File: config.mk
export PLATFORM = sky130hd
export DESIGN_NAME = cscan_disk_request_scheduler_core_flat
export DESIGN_NICKNAME = d
export VERILOG_FILES = /design/src/hdl/cscd_pkg.sv /design/src/hdl/cscd_if.sv /design/src/hdl/cscd_store.sv /design/src/hdl/cscd_alu.sv /design/src/hdl/cscan_disk_request_scheduler_core.sv /design/src/flat_wrapper.sv
export VERILOG_INCLUDE_DIRS = /design/src /design/src/hdl
export SDC_FILE = /design/constraint.sdc
export NUM_CORES = 2
export LEC_CHECK = 0
export BUFFER_PORTS_ARGS = -buffer_cell sky130_fd_sc_hd__buf_4
export CORE_MARGIN = 2
export CORE_UTILIZATION = 57
export DETAILED_ROUTE_END_ITERATION = 6
export GPL_TIMING_DRIVEN = 0
export PLACE_DENSITY = 0.76
export SLEW_MARGIN = 20
export SYNTH_ARGS = -nofsm -noshare
export SYNTH_HDL_FRONTEND = slang
export SYNTH_HIERARCHICAL = 1
export SYNTH_SLANG_ARGS = --single-unit
File: constraint.sdc
create_clock -name clk_i -period 6.92 [get_ports clk_i]
set_clock_uncertainty 0.15 [all_clocks]
set_input_delay 0.692 -clock clk_i [delete_from_list [all_inputs] [get_ports clk_i]]
set_output_delay 0.692 -clock clk_i [all_outputs]
set_load 0.02 [all_outputs]
File: src/hdl/assert_macros.svh
// Assertion helpers shared by the scheduler RTL.
// Each macro expects clk_i and rst_ni in the scope of use.
`ifndef ASSERT_MACROS_SVH
`define ASSERT_MACROS_SVH

// Check a property on every rising clock edge outside reset.
`define CSCD_ASSERT(name, prop, msg) \
  name: assert property (@(posedge clk_i) disable iff (!rst_ni) prop) else $error(msg);

// Check that a condition never holds outside reset.
`define CSCD_NEVER(name, cond, msg) \
  `CSCD_ASSERT(name, (!(cond)), msg)

`endif

File: src/hdl/cscd_pkg.sv
`timescale 1ns / 1ps

package cscd_pkg;

  localparam int MAX_PENDING = 64;
  localparam int TRACK_BITS  = 16;

  localparam int TRK_W     = 16;
  localparam int DIST_W    = 18;
  localparam int CFG_W     = 17;
  localparam int CFG_IDX_W = 1;
  localparam int IDX_W     = $clog2(MAX_PENDING);
  localparam int CNT_W     = $clog2(MAX_PENDING + 1);

  localparam logic [CFG_W-1:0] TRACK_LIMIT = CFG_W'(1) << TRACK_BITS;
  localparam logic [CFG_W-1:0] MIN_TRACKS  = CFG_W'(2);

  localparam logic [TRK_W-1:0] START_HEAD_RST  = '0;
  localparam logic [CFG_W-1:0] TRACK_COUNT_RST = CFG_W'(200);

  typedef enum logic [CFG_IDX_W-1:0] {
    CFG_START_HEAD  = 1'b0,
    CFG_TRACK_COUNT = 1'b1
  } cscd_cfg_e;

  typedef enum logic [3:0] {
    ST_IDLE,
    ST_INS_RD,
    ST_INS_CMP,
    ST_INS_PUT,
    ST_SCAN_RD,
    ST_SCAN_CMP,
    ST_EMIT_RD,
    ST_EMIT_CALC,
    ST_EMIT_OUT,
    ST_WRAP_A,
    ST_WRAP_B
  } cscd_state_e;

  typedef struct packed {
    logic             we;
    logic [IDX_W-1:0] addr;
    logic [TRK_W-1:0] data;
  } cscd_wr_t;

  typedef struct packed {
    logic [TRK_W-1:0]  a;
    logic [TRK_W-1:0]  b;
    logic [DIST_W-1:0] acc;
  } cscd_alu_in_t;

  typedef struct packed {
    logic              neg;
    logic [DIST_W-1:0] sum;
  } cscd_alu_out_t;

endpackage

File: src/hdl/cscd_if.sv
`timescale 1ns / 1ps

interface cscd_req_if import cscd_pkg::*; ();
  logic             valid;
  logic             ready;
  logic [TRK_W-1:0] track_number;
  logic             last_request;

  modport source (output valid, output track_number, output last_request, input ready);
  modport sink   (input valid, input track_number, input last_request, output ready);
endinterface

interface cscd_rsp_if import cscd_pkg::*; ();
  logic              valid;
  logic              ready;
  logic [TRK_W-1:0]  served_track;
  logic [DIST_W-1:0] head_distance;
  logic              after_wrap;
  logic              dropped_some;
  logic              end_of_order;

  modport source (
    output valid, output served_track, output head_distance,
    output after_wrap, output dropped_some, output end_of_order,
    input ready
  );
  modport sink (
    input valid, input served_track, input head_distance,
    input after_wrap, input dropped_some, input end_of_order,
    output ready
  );
endinterface

File: src/hdl/cscd_store.sv
`timescale 1ns / 1ps

module cscd_store import cscd_pkg::*; (
  input  logic             clk_i,
  input  cscd_wr_t         wr_i,
  input  logic [IDX_W-1:0] raddr_i,
  output logic [TRK_W-1:0] rdata_o
);

  logic [TRK_W-1:0] mem [MAX_PENDING];
  logic [TRK_W-1:0] rdata_q;

  always_ff @(posedge clk_i) begin
    if (wr_i.we) begin
      mem[wr_i.addr] <= wr_i.data;
    end
  end

  always_ff @(posedge clk_i) begin
    rdata_q <= mem[raddr_i];
  end

  assign rdata_o = rdata_q;

endmodule

File: src/hdl/cscd_alu.sv
`timescale 1ns / 1ps

module cscd_alu import cscd_pkg::*; (
  input  cscd_alu_in_t  alu_i,
  output cscd_alu_out_t alu_o
);

  logic [TRK_W:0] diff;

  // Sign of a - b doubles as the compare; the sum is used only when a >= b.
  assign diff      = {1'b0, alu_i.a} - {1'b0, alu_i.b};
  assign alu_o.neg = diff[TRK_W];
  assign alu_o.sum = alu_i.acc + DIST_W'(diff[TRK_W-1:0]);

endmodule

File: src/hdl/cscan_disk_request_scheduler_core.sv
`timescale 1ns / 1ps
`include "assert_macros.svh"
// Channel | Dir | Beat contents
// req_i   | in  | track_number[15:0], last_request
// rsp_o   | out | served_track[15:0], head_distance[17:0], after_wrap,
//         |     | dropped_some, end_of_order
// cfg     | in  | cfg_we_i, cfg_idx_i (0 start_head, 1 track_count), cfg_data_i[16:0]
//
// Load: a request beat is taken in idle and put straight into an empty store, else
//   each entry it moves past takes a read and a compare, plus the compare that stops
//   it (or a put into slot 0). After the last beat: a read and a compare per entry for
//   the split (each entry below the start head and the first one at or above it), then
//   a read, a calculation and an output step per result, plus the wrap states for the
//   jump to track zero. Reset clears counters, flags and configuration, not the store.
// req_i.ready is high only in the idle state; a result waits in the output
//   register while rsp_o.ready is low and the sequencer holds.
module cscan_disk_request_scheduler_core import cscd_pkg::*; (
  input  logic                 clk_i,
  input  logic                 rst_ni,
  cscd_req_if.sink             req_i,
  cscd_rsp_if.source           rsp_o,
  input  logic                 cfg_we_i,
  input  logic [CFG_IDX_W-1:0] cfg_idx_i,
  input  logic [CFG_W-1:0]     cfg_data_i
);

  // Configuration registers.
  logic [TRK_W-1:0] start_head_q;
  logic [CFG_W-1:0] track_count_q;

  always_ff @(posedge clk_i or negedge rst_ni) begin
    if (!rst_ni) begin
      start_head_q  <= START_HEAD_RST;
      track_count_q <= TRACK_COUNT_RST;
    end else if (cfg_we_i) begin
      unique case (cscd_cfg_e'(cfg_idx_i))
        CFG_START_HEAD:  start_head_q  <= cfg_data_i[TRK_W-1:0];
        CFG_TRACK_COUNT: track_count_q <= cfg_data_i;
        default: ;
      endcase
    end
  end

  // Last track: count limited to [2, 2^TRACK_BITS], minus one.
  logic [CFG_W-1:0] tc_lim;
  logic [CFG_W-1:0] top_wide;
  logic [TRK_W-1:0] top;
  logic [TRK_W-1:0] trk_clamp;
  logic [TRK_W-1:0] head_clamp;

  always_comb begin
    priority if (track_count_q < MIN_TRACKS) begin
      tc_lim = MIN_TRACKS;
    end else if (track_count_q > TRACK_LIMIT) begin
      tc_lim = TRACK_LIMIT;
    end else begin
      tc_lim = track_count_q;
    end
  end

  assign top_wide   = tc_lim - CFG_W'(1);
  assign top        = top_wide[TRK_W-1:0];
  assign trk_clamp  = (req_i.track_number > top) ? top : req_i.track_number;
  assign head_clamp = (start_head_q > top) ? top : start_head_q;

  // Sequencer state and datapath registers.
  cscd_state_e       state_q, state_d;
  logic [CNT_W-1:0]  count_q, count_d;
  logic              ovf_q, ovf_d;
  logic              last_q, last_d;
  logic [TRK_W-1:0]  key_q, key_d;
  logic [IDX_W-1:0]  j_q, j_d;
  logic [CNT_W-1:0]  k_q, k_d;
  logic [CNT_W-1:0]  first_q, first_d;
  logic              phase_q, phase_d;
  logic [TRK_W-1:0]  cur_q, cur_d;
  logic [DIST_W-1:0] dist_q, dist_d;

  logic              out_valid_q, out_valid_d;
  logic [TRK_W-1:0]  out_track_q, out_track_d;
  logic [DIST_W-1:0] out_dist_q, out_dist_d;
  logic              out_wrap_q, out_wrap_d;
  logic              out_drop_q, out_drop_d;
  logic              out_end_q, out_end_d;

  logic              in_fire;
  logic              out_fire;
  logic              has_room;
  logic              is_end;
  logic [CNT_W-1:0]  cnt_m1;
  logic [CNT_W-1:0]  first_m1;
  logic [CNT_W-1:0]  k_p1;

  cscd_wr_t          st_wr;
  logic [IDX_W-1:0]  st_raddr;
  logic [TRK_W-1:0]  st_rdata;
  cscd_alu_in_t      alu_in;
  cscd_alu_out_t     alu_out;

  assign in_fire  = req_i.valid && req_i.ready;
  assign out_fire = rsp_o.valid && rsp_o.ready;
  assign has_room = count_q < CNT_W'(MAX_PENDING);
  assign cnt_m1   = count_q - CNT_W'(1);
  assign first_m1 = first_q - CNT_W'(1);
  assign k_p1     = k_q + CNT_W'(1);
  assign is_end   = (!phase_q && (k_q == cnt_m1) && (first_q == '0)) ||
                    (phase_q && (k_q == first_m1));

  cscd_store u_store (
    .clk_i   (clk_i),
    .wr_i    (st_wr),
    .raddr_i (st_raddr),
    .rdata_o (st_rdata)
  );

  cscd_alu u_alu (
    .alu_i (alu_in),
    .alu_o (alu_out)
  );

  // Next state.
  always_comb begin
    state_d = state_q;
    unique case (state_q)
      ST_IDLE: begin
        if (in_fire) begin
          if (has_room) begin
            state_d = (count_q == '0) ? ST_INS_PUT : ST_INS_RD;
          end else begin
            state_d = req_i.last_request ? ST_SCAN_RD : ST_IDLE;
          end
        end
      end
      ST_INS_RD:  state_d = ST_INS_CMP;
      ST_INS_CMP: begin
        if (alu_out.neg) begin
          state_d = (j_q == IDX_W'(1)) ? ST_INS_PUT : ST_INS_RD;
        end else begin
          state_d = last_q ? ST_SCAN_RD : ST_IDLE;
        end
      end
      ST_INS_PUT: state_d = last_q ? ST_SCAN_RD : ST_IDLE;
      ST_SCAN_RD: state_d = ST_SCAN_CMP;
      ST_SCAN_CMP: begin
        if (alu_out.neg) begin
          // Every request below the head: nothing to serve going up first.
          state_d = (k_p1 == count_q) ? ST_WRAP_A : ST_SCAN_RD;
        end else begin
          state_d = ST_EMIT_RD;
        end
      end
      ST_EMIT_RD:   state_d = ST_EMIT_CALC;
      ST_EMIT_CALC: state_d = ST_EMIT_OUT;
      ST_EMIT_OUT: begin
        if (out_fire) begin
          priority if (out_end_q) begin
            state_d = ST_IDLE;
          end else if (!phase_q && (k_q == cnt_m1)) begin
            state_d = ST_WRAP_A;
          end else begin
            state_d = ST_EMIT_RD;
          end
        end
      end
      ST_WRAP_A: state_d = ST_WRAP_B;
      ST_WRAP_B: state_d = ST_EMIT_RD;
      default:   state_d = ST_IDLE;
    endcase
  end

  // Datapath control, store and shared unit operands.
  always_comb begin
    count_d     = count_q;
    ovf_d       = ovf_q;
    last_d      = last_q;
    key_d       = key_q;
    j_d         = j_q;
    k_d         = k_q;
    first_d     = first_q;
    phase_d     = phase_q;
    cur_d       = cur_q;
    dist_d      = dist_q;
    out_valid_d = out_valid_q;
    out_track_d = out_track_q;
    out_dist_d  = out_dist_q;
    out_wrap_d  = out_wrap_q;
    out_drop_d  = out_drop_q;
    out_end_d   = out_end_q;
    st_wr       = '0;
    st_raddr    = '0;
    alu_in      = '0;

    unique case (state_q)
      ST_IDLE: begin
        if (in_fire) begin
          last_d = req_i.last_request;
          k_d    = '0;
          if (has_room) begin
            key_d   = trk_clamp;
            j_d     = count_q[IDX_W-1:0];
            count_d = k_p1 - k_q + count_q;
          end else begin
            ovf_d = 1'b1;
          end
        end
      end
      ST_INS_RD: begin
        st_raddr = j_q - IDX_W'(1);
      end
      ST_INS_CMP: begin
        // Shift the larger neighbor up one slot, or drop the key in place.
        alu_in.a    = key_q;
        alu_in.b    = st_rdata;
        st_wr.we    = 1'b1;
        st_wr.addr  = j_q;
        if (alu_out.neg) begin
          st_wr.data = st_rdata;
          j_d        = j_q - IDX_W'(1);
        end else begin
          st_wr.data = key_q;
        end
      end
      ST_INS_PUT: begin
        st_wr.we   = 1'b1;
        st_wr.addr = j_q;
        st_wr.data = key_q;
      end
      ST_SCAN_RD: begin
        st_raddr = k_q[IDX_W-1:0];
        cur_d    = head_clamp;
        dist_d   = '0;
      end
      ST_SCAN_CMP: begin
        alu_in.a = st_rdata;
        alu_in.b = cur_q;
        phase_d  = 1'b0;
        if (alu_out.neg) begin
          k_d     = k_p1;
          first_d = k_p1;
        end else begin
          first_d = k_q;
        end
      end
      ST_EMIT_RD: begin
        st_raddr = k_q[IDX_W-1:0];
      end
      ST_EMIT_CALC: begin
        alu_in.a    = st_rdata;
        alu_in.b    = cur_q;
        alu_in.acc  = dist_q;
        dist_d      = alu_out.sum;
        cur_d       = st_rdata;
        out_valid_d = 1'b1;
        out_track_d = st_rdata;
        out_dist_d  = alu_out.sum;
        out_wrap_d  = phase_q;
        out_drop_d  = ovf_q;
        out_end_d   = is_end;
      end
      ST_EMIT_OUT: begin
        if (out_fire) begin
          out_valid_d = 1'b0;
          if (out_end_q) begin
            count_d = '0;
            ovf_d   = 1'b0;
          end else begin
            k_d = k_p1;
          end
        end
      end
      ST_WRAP_A: begin
        // Run from the current track up to the last track.
        alu_in.a   = top;
        alu_in.b   = cur_q;
        alu_in.acc = dist_q;
        dist_d     = alu_out.sum;
        cur_d      = '0;
      end
      ST_WRAP_B: begin
        // Jump back to track zero counts as the whole span.
        alu_in.a   = top;
        alu_in.b   = cur_q;
        alu_in.acc = dist_q;
        dist_d     = alu_out.sum;
        k_d        = '0;
        phase_d    = 1'b1;
      end
      default: ;
    endcase
  end

  always_ff @(posedge clk_i or negedge rst_ni) begin
    if (!rst_ni) begin
      state_q     <= ST_IDLE;
      count_q     <= '0;
      ovf_q       <= 1'b0;
      last_q      <= 1'b0;
      j_q         <= '0;
      k_q         <= '0;
      first_q     <= '0;
      phase_q     <= 1'b0;
      out_valid_q <= 1'b0;
    end else begin
      state_q     <= state_d;
      count_q     <= count_d;
      ovf_q       <= ovf_d;
      last_q      <= last_d;
      j_q         <= j_d;
      k_q         <= k_d;
      first_q     <= first_d;
      phase_q     <= phase_d;
      out_valid_q <= out_valid_d;
    end
  end

  always_ff @(posedge clk_i) begin
    key_q       <= key_d;
    cur_q       <= cur_d;
    dist_q      <= dist_d;
    out_track_q <= out_track_d;
    out_dist_q  <= out_dist_d;
    out_wrap_q  <= out_wrap_d;
    out_drop_q  <= out_drop_d;
    out_end_q   <= out_end_d;
  end

  assign req_i.ready         = (state_q == ST_IDLE);
  assign rsp_o.valid         = out_valid_q;
  assign rsp_o.served_track  = out_track_q;
  assign rsp_o.head_distance = out_dist_q;
  assign rsp_o.after_wrap    = out_wrap_q;
  assign rsp_o.dropped_some  = out_drop_q;
  assign rsp_o.end_of_order  = out_end_q;

  `CSCD_NEVER(a_ready_while_result, (req_i.ready && out_valid_q), "request taken with result pending")
  `CSCD_ASSERT(a_count_bound, (count_q <= CNT_W'(MAX_PENDING)), "request count beyond capacity")
  `CSCD_ASSERT(a_result_state, (out_valid_q |-> (state_q == ST_EMIT_OUT)), "result outside emit")
  `CSCD_ASSERT(a_wrap_needs_low, (phase_q && out_valid_q |-> (first_q != '0)), "wrap with no low requests")
  `CSCD_ASSERT(a_batch_clear, (out_fire && out_end_q |=> (count_q == '0) && !ovf_q), "batch not cleared")

endmodule
File: src/flat_wrapper.sv
// flat-port wrapper written by rule: the top's interface ports become plain ports
module cscan_disk_request_scheduler_core_flat import cscd_pkg::*;
  (clk_i, rst_ni, cfg_we_i, cfg_idx_i, cfg_data_i, req_i_valid, req_i_track_number, req_i_last_request, req_i_ready, rsp_o_valid, rsp_o_served_track, rsp_o_head_distance, rsp_o_after_wrap, rsp_o_dropped_some, rsp_o_end_of_order, rsp_o_ready);
  cscd_req_if req_i_i ();
  cscd_rsp_if rsp_o_i ();
  input  logic clk_i;
  input  logic rst_ni;
  input  logic cfg_we_i;
  input  logic [CFG_IDX_W-1:0] cfg_idx_i;
  input  logic [CFG_W-1:0] cfg_data_i;
  input wire logic [$bits(req_i_i.valid)-1:0] req_i_valid;
  input wire logic [$bits(req_i_i.track_number)-1:0] req_i_track_number;
  input wire logic [$bits(req_i_i.last_request)-1:0] req_i_last_request;
  output wire logic [$bits(req_i_i.ready)-1:0] req_i_ready;
  output wire logic [$bits(rsp_o_i.valid)-1:0] rsp_o_valid;
  output wire logic [$bits(rsp_o_i.served_track)-1:0] rsp_o_served_track;
  output wire logic [$bits(rsp_o_i.head_distance)-1:0] rsp_o_head_distance;
  output wire logic [$bits(rsp_o_i.after_wrap)-1:0] rsp_o_after_wrap;
  output wire logic [$bits(rsp_o_i.dropped_some)-1:0] rsp_o_dropped_some;
  output wire logic [$bits(rsp_o_i.end_of_order)-1:0] rsp_o_end_of_order;
  input wire logic [$bits(rsp_o_i.ready)-1:0] rsp_o_ready;
  assign req_i_i.valid = req_i_valid;
  assign req_i_i.track_number = req_i_track_number;
  assign req_i_i.last_request = req_i_last_request;
  assign req_i_ready = req_i_i.ready;
  assign rsp_o_valid = rsp_o_i.valid;
  assign rsp_o_served_track = rsp_o_i.served_track;
  assign rsp_o_head_distance = rsp_o_i.head_distance;
  assign rsp_o_after_wrap = rsp_o_i.after_wrap;
  assign rsp_o_dropped_some = rsp_o_i.dropped_some;
  assign rsp_o_end_of_order = rsp_o_i.end_of_order;
  assign rsp_o_i.ready = rsp_o_ready;
  cscan_disk_request_scheduler_core u_core (.clk_i(clk_i), .rst_ni(rst_ni), .req_i(req_i_i), .rsp_o(rsp_o_i), .cfg_we_i(cfg_we_i), .cfg_idx_i(cfg_idx_i), .cfg_data_i(cfg_data_i));
endmodule
Word-level counts from Yosys, hierarchy flattened
Memory sizes are Yosys's and may differ from the RTL's. A register that Yosys moved wholly into a read port is not among the register bits.
Cells that the tools add are included.
{"block": "word_totals", "inputBits": 40, "ram_bits": 1024, "mem_count": 1, "register_bits": 155}
{"block": "classes", "bitwise": 1, "magnitude_cmp": 5, "reduce_logical": 31, "n_eq_ne": 21, "n_mux": 48, "addsub": 9}
{"memory": "u_core.u_store.mem", "depth": 64, "word_bits": 16, "read_ports": 1, "rd_clocked_by_memory_dff": 1, "wr": 1, "line_no": "cscd_store.sv:10", "source": "logic [TRK_W-1:0] mem [MAX_PENDING];"}
{"operator": "32-bit one-hot mux with 3 select lines", "n": 1}
{"operator": "16-bit 2-to-1 mux", "n": 5}
{"operator": "7-bit 2-to-1 mux", "n": 8}
{"operator": "16-bit one-hot mux with 3 select lines", "n": 1}
{"operator": "23-bit one-hot mux with 2 select lines", "n": 1}
{"operator": "4-bit one-hot mux with 11 select lines", "n": 1}
{"operator": "18-bit one-hot mux with 2 select lines", "n": 1}
{"operator": "16-bit > comparator", "n": 2}
{"operator": "4-bit 2-to-1 mux", "n": 8}
{"operator": "7-bit one-hot mux with 4 select lines", "n": 1}
{"operator": "6-bit one-hot mux with 2 select lines", "n": 2}
{"operator": "7-bit == test", "n": 3}
{"operator": "18-bit by 16-bit adder with 18-bit output", "n": 1}
{"operator": "18-bit 2-to-1 mux", "n": 1}
{"operator": "6-bit 2-to-1 mux", "n": 3}
{"operator": "17-bit > comparator, second input constant", "n": 1}
{"operator": "17-bit by 2-bit < comparator with 1-bit output, second input constant", "n": 1}
{"operator": "16-bit by 16-bit subtractor with 17-bit output", "n": 1}
{"operator": "4-bit by 3-bit == test with 1-bit output, second input constant", "n": 4}
{"operator": "16-bit by 1-bit subtractor with 16-bit output, second input constant", "n": 1}
{"operator": "7-bit zero test", "n": 2}
{"operator": "7-bit one-hot mux with 2 select lines", "n": 1}
{"operator": "7-bit by 1-bit subtractor with 7-bit output, second input constant", "n": 2}
{"operator": "4-bit == test, second input constant", "n": 3}
{"operator": "28 further kinds", "n": 60}

Depth between registers and ports, before layout
{"block": "depth", "depth_word": 10, "mapped_depth": 26, "ltp_nobuf": 25}

Modules after synthesis
The synthesis kept the hierarchy.
{"module": "cscd_store", "cells_each": 1829, "n_inst": 1, "seq_area_each_um2": 31069.8, "area_per_inst_um2": 40042.2}
{"module": "cscan_disk_request_scheduler_core", "cells_each": 925, "n_inst": 1, "seq_area_each_um2": 4317.9, "area_per_inst_um2": 9375.2}
{"module": "cscd_alu", "cells_each": 238, "n_inst": 1, "seq_area_each_um2": 0.0, "area_per_inst_um2": 1661.6}

Least setup slack after synthesis
No wires, ideal clock.
{"block": "synth_path", "kind": "flip-flop to flip-flop", "startpoint": "register u_core.track_count_q[10]", "endpoint": "memory u_core.u_store.mem[0][10], data pin", "path_slack_ns": 0.125, "arrival_time_ns": 6.146, "stages_incl_launch_ff": 20, "synth_period_minus_slack_ns": 6.795, "path_buffers": 2, "path_cell_list": "dfrtp_1 -> nor4_2 -> nand4b_2 -> o311ai_0 -> ha_1 -> clkbuf_1 -> xnor2_1 -> inv_1 -> o21ai_0 -> ha_1 -> nor2b_1 -> o21ai_1 -> a21boi_2 -> o221ai_2 -> nand3_1 -> a31oi_1 -> and3_1 -> clkbuf_1 -> a22oi_1 -> nor2_1"}
{"element": "start, declared", "line_no": "cscan_disk_request_scheduler_core.sv:29", "source": "logic [CFG_W-1:0] track_count_q;"}
{"element": "start signal, assigned", "line_no": "cscan_disk_request_scheduler_core.sv:38", "source": "CFG_TRACK_COUNT: track_count_q <= cfg_data_i;"}
{"element": "end, declared", "line_no": "cscd_store.sv:10"}

==> impl_metrics.py <==
metrics = {
    "routing": {
        "drt_first_pass_iters": 7,
        "number_of_design_rule_violations_left_after_detail_routing": 0,
        "dr.first_iter.drc_count": 4283,
        "drt_wl_total_um": 143000,
        "wl_per_cell_um": 31.6,
        "routed_via_density": 6.70,
        "dr_total_vias": 30400,
        "postRouteAntennaNets": 0,
    },
    "global_routing": {
        "grt_remaining_overflow": 0,
        "grt_pass1_wl_um": 205000,
        "gr-usage-all-layers_pct": 31.3,
        "maximum_number_of_pins_on_one_net_before_global_route_repair": 69,
        "grt_pass1_vias": 29900,
        "grt_antenna_before_repair": 4,
    },
    "worst_setup_path": {
        "crit_required_ps": 7180,
        "critical-path-slowest-cell": "sky130_fd_sc_hd__dfrtp_1",
        "setup.reg_to_reg.worst_slack_ps": 170,
        "cp.depth": 20,
        "r2r_start": "u_core/track_count_q[2]$_DFFE_PN0P_",
        "worstSetupStartpointType": "flop",
        "cpPeakStageDelay_ps": 450,
        "path_delay_family": "compound AO/OA/AOI/OAI gates",
        "r2r_cells": 20,
        "arrival_ps": 7000,
        "crit_type": "flop to flop",
        "r2r-end": "u_core/u_store/mem[30][7]$_DFFE_PP_",
        "critical_path_buf_inv_count": 4,
        "critical_path.cell_chain": "nor3_2, nand4b_2, o311ai_4, ha_2, clkbuf_2, xnor2_1, inv_1, o21ai_0, ha_1, nor2b_1, o21ai_1, a21boi_2, o221ai_2, nand3_1, a31oi_4, nand2b_2, and3_1, clkbuf_4, a22o_4, buf_12",
        "worst_setup_path_end_kind": "flop",
        "crit_path_max_fanout": 44,
    },
    "clocking": {
        "tritoncts.num_buffers": 115,
        "hold_buffer_count_at_cts": 0,
        "clockBufferDepth": 3,
        "tritoncts_num_sinks": 1195,
        "clock_latency_ps": 700,
        "clock-root-buffer": "sky130_fd_sc_hd__clkbuf_16",
        "h-tree-depth": 3,
        "tritoncts_clock_tree": "yes",
        "worst_setup_hold_path_clk_slew_ps": 60,
        "post-cts-setup-buffers": 0,
    },
    "timing": {
        "whs_ps": -31.7,
        "grt_setup_unrepaired": "false",
        "achievable-frequency_ghz": 0.148,
        "final.period_utilization_pct": 97.5,
        "timing_worst_slew_pin_value_ps": 1090,
        "timing.final.crit_period_ps": 6750,
        "final-hold-violation-count": 13,
        "report.final.setup_viol": 0,
        "worst_slew_margin_rel_pct": 27.6,
        "fin_worst_setup_slack_ps": 173,
        "slew_violations": 0,
    },
    "floorplanning": {
        "effective_utilization_at_floorplan_pct": 57.6,
        "fp.dieArea_um2": 92000,
        "die_x_um": 303,
        "design.portCount": 79,
        "rows": 109,
        "floorplan.core_area_um2": 88600,
        "dieHeight_um": 303,
    },
    "layout": {
        "finish.utilization_pct": 65.8,
        "multiInputGateArea_um2": 15000,
        "layout_overhead_on_the_synthesized_area_pct": 14.3,
        "layout.cell_area.non_filler_um2": 58400,
        "ff_latch_area_um2": 35400,
        "post_route_cells_drive_above_1_share_pct": 24.4,
        "final_common_cell": "sky130_fd_sc_hd__edfxtp_1",
        "design.final.nets": 3380,
        "most-common-layout-cells": "sky130_fd_sc_hd__edfxtp_1, sky130_fd_sc_hd__mux4_2, sky130_fd_sc_hd__nand2_1",
        "n_fill_cell": 5860,
    },
    "synth": {
        "synth_area_um2": 51100,
        "synth_seq_cells": 1195,
        "synth_ff_type": "sky130_fd_sc_hd__edfxtp_1",
        "synthTopCellsByArea": "sky130_fd_sc_hd__edfxtp_1, sky130_fd_sc_hd__mux4_2, sky130_fd_sc_hd__dfrtp_1, sky130_fd_sc_hd__mux2i_1, sky130_fd_sc_hd__ha_1",
        "syn_avg_cell_area_um2": 17.1,
        "synth.net_count": 3106,
        "ys_warn_count": 6,
        "synth_largest_area_cell": "sky130_fd_sc_hd__edfxtp_1",
        "seq_area_frac_synth_pct": 69.3,
        "asyncSetResetFlopFracSynth_pct": 5.69,
        "yosys.cell_types.count": 92,
        "synth-edff-count": 1111,
        "cells_after_synthesis": 2992,
        "synth_largest_type_area_fraction_pct": 65.3,
    },
    "placed_design": {
        "placement.setup.worst_slack_ps": -1040,
        "portBuffers": 78,
        "detailedPlacementHpwl_um": 94400,
        "globalplace.congestion": 1.14,
        "post_dp_cell_area_um2": 54500,
    },
    "status": {
        "violations": "hold timing",
        "status": "finished with violations",
    },
    "power": {
        "power.static_leakage_nw": 19.6,
        "pwr_density_cell_nw_per_um2": 460,
        "ir_worst_vdd_mv": 0.336,
    },
    "min_path": {
        "hp-class": "input pin to async pin",
    },
    "run": {
        "count_of_max_cap_constraint_violations": 0,
    },
}
kinds of logic after synthesis:
| group | after synthesis | synth area share [%] |
|---|---|---|
| XOR/XNOR | 73 | 1.25 |
| adder cells (fa/ha/maj) | 75 | 1.86 |
| multiplexers | 404 | 13.7 |
| flip-flops | 1195 | 69.3 |
| AND/OR/NAND/NOR | 573 | 5.51 |
| buffers and inverters | 216 | 2.29 |
| AO/OA/AOI/OAI | 456 | 6.13 |
final cells by class:
class,count,share of cell area [%]
flip-flops and latches,1195,60.6
multi-input cells,1590,25.8
clock buffers,151,5.23
repair buffers,149,2.85
well taps,1165,2.50
plain buffers,161,1.67
clock inverters,61,1.00
inverters,54,0.347
diodes,4,0.0172
layer usage:
| layer | vias up | wire (um) | GRT usage, % |
|---|---|---|---|
| li1 | 12500 | - | - |
| met1 | 15400 | 50800 | 40.5 |
| met2 | 2064 | 69100 | 50.9 |
| met3 | 363 | 15500 | 7.10 |
| met4 | 4 | 7720 | 14.6 |
| met5 | - | 117 | 0.828 |
worst reg2reg max path: cells and delay by family, from the launching register on:
family	cells	cell delay (ps)
xor+xnor	1	250
simple gates	6	1600
buf+inv	4	1040
flops	1	450
compound gates	7	2250
fa+ha+maj	2	680
flip-flops by register name, summed over array words and instances, names as in the netlist, 17 cells and up:
| signal | count |
|---|---|
| u_core/dist_q | 18 |
| u_core/rsp_o.head_distance | 18 |
| u_core/track_count_q | 17 |
| u_core/u_store/mem | 1024 |
power breakdown:
group          total [mW]  switching (mW)  leakage [nW]  internal (mW)
logic                11.0            7.08          6.64           3.88
registers            9.75           0.379          11.2           9.37
clock network        6.12            2.68          1.76           3.44
total                26.8            10.1          19.6           16.7
synthesized netlist by cell type, types with 9 or more instances:
cell type / n
sky130_fd_sc_hd__o21a_1: 10
sky130_fd_sc_hd__nand2_1: 176
sky130_fd_sc_hd__inv_1: 53
sky130_fd_sc_hd__buf_2: 36
sky130_fd_sc_hd__nor2b_1: 46
sky130_fd_sc_hd__buf_4: 13
sky130_fd_sc_hd__mux2_4: 9
sky130_fd_sc_hd__a21o_1: 24
sky130_fd_sc_hd__and2_1: 41
sky130_fd_sc_hd__mux2i_1: 105
sky130_fd_sc_hd__a22oi_1: 62
sky130_fd_sc_hd__a221oi_1: 17
sky130_fd_sc_hd__nand4_1: 22
sky130_fd_sc_hd__dfrtp_1: 65
sky130_fd_sc_hd__edfxtp_1: 1111
sky130_fd_sc_hd__mux2_2: 66
sky130_fd_sc_hd__and3_1: 14
sky130_fd_sc_hd__xnor2_1: 45
sky130_fd_sc_hd__o21ai_0: 103
sky130_fd_sc_hd__a211oi_1: 9
sky130_fd_sc_hd__a22o_1: 35
sky130_fd_sc_hd__clkbuf_1: 75
sky130_fd_sc_hd__o21ai_1: 16
sky130_fd_sc_hd__buf_6: 19
sky130_fd_sc_hd__nand3_1: 46
sky130_fd_sc_hd__ha_1: 72
sky130_fd_sc_hd__dfxtp_1: 16
sky130_fd_sc_hd__xor2_1: 28
sky130_fd_sc_hd__a221o_1: 9
sky130_fd_sc_hd__mux4_2: 220
sky130_fd_sc_hd__nand2b_1: 17
sky130_fd_sc_hd__a211o_1: 9
sky130_fd_sc_hd__a21oi_1: 82
sky130_fd_sc_hd__nor3_1: 23
sky130_fd_sc_hd__nor2_1: 137
sky130_fd_sc_hd__a31oi_1: 16
through the flow:
step                power, mW  instances  hold WS, ps   TNS, ps
floorplan                16.3       2992          246         0
global placement         19.6       4235          328  -2924390
detailed placement       20.2       4306          330   -774510
CTS                      26.6       4524         26.7         0
global route             27.7       4527         34.5         0
finish                   26.8       4530        -31.7         0
timing repair:
item | 4_1_cts | 5_1_grt
pin swaps | 7 | 3
resized for setup | 17 | 6
gates cloned | 7 | 2
setup endpoints to repair | 1038 | 760
how the worst max path moves through the flow:
stage / startpoint / endpoint / slack [ps]
5_1_grt: u_core/track_count_q[10]$_DFFE_PN0P_ / u_core/dist_q[17]$_SDFFCE_PP0P_ / 4
4_1_cts: u_core/track_count_q[10]$_DFFE_PN0P_ / u_core/u_store/mem[56][3]$_DFFE_PP_ / 4
6_report: u_core/track_count_q[2]$_DFFE_PN0P_ / u_core/u_store/mem[30][7]$_DFFE_PP_ / 170
2_1_floorplan: u_core/track_count_q[10]$_DFFE_PN0P_ / u_core/u_store/mem[0][10]$_DFFE_PP_ / 120
3_5_place_dp: u_core/track_count_q[10]$_DFFE_PN0P_ / u_core/u_store/mem[20][14]$_DFFE_PP_ / -1040
3_3_place_gp: u_core/track_count_q[10]$_DFFE_PN0P_ / u_core/u_store/mem[30][11]$_DFFE_PP_ / -4300
No activity file was read; power rests on OpenSTA's default activity.
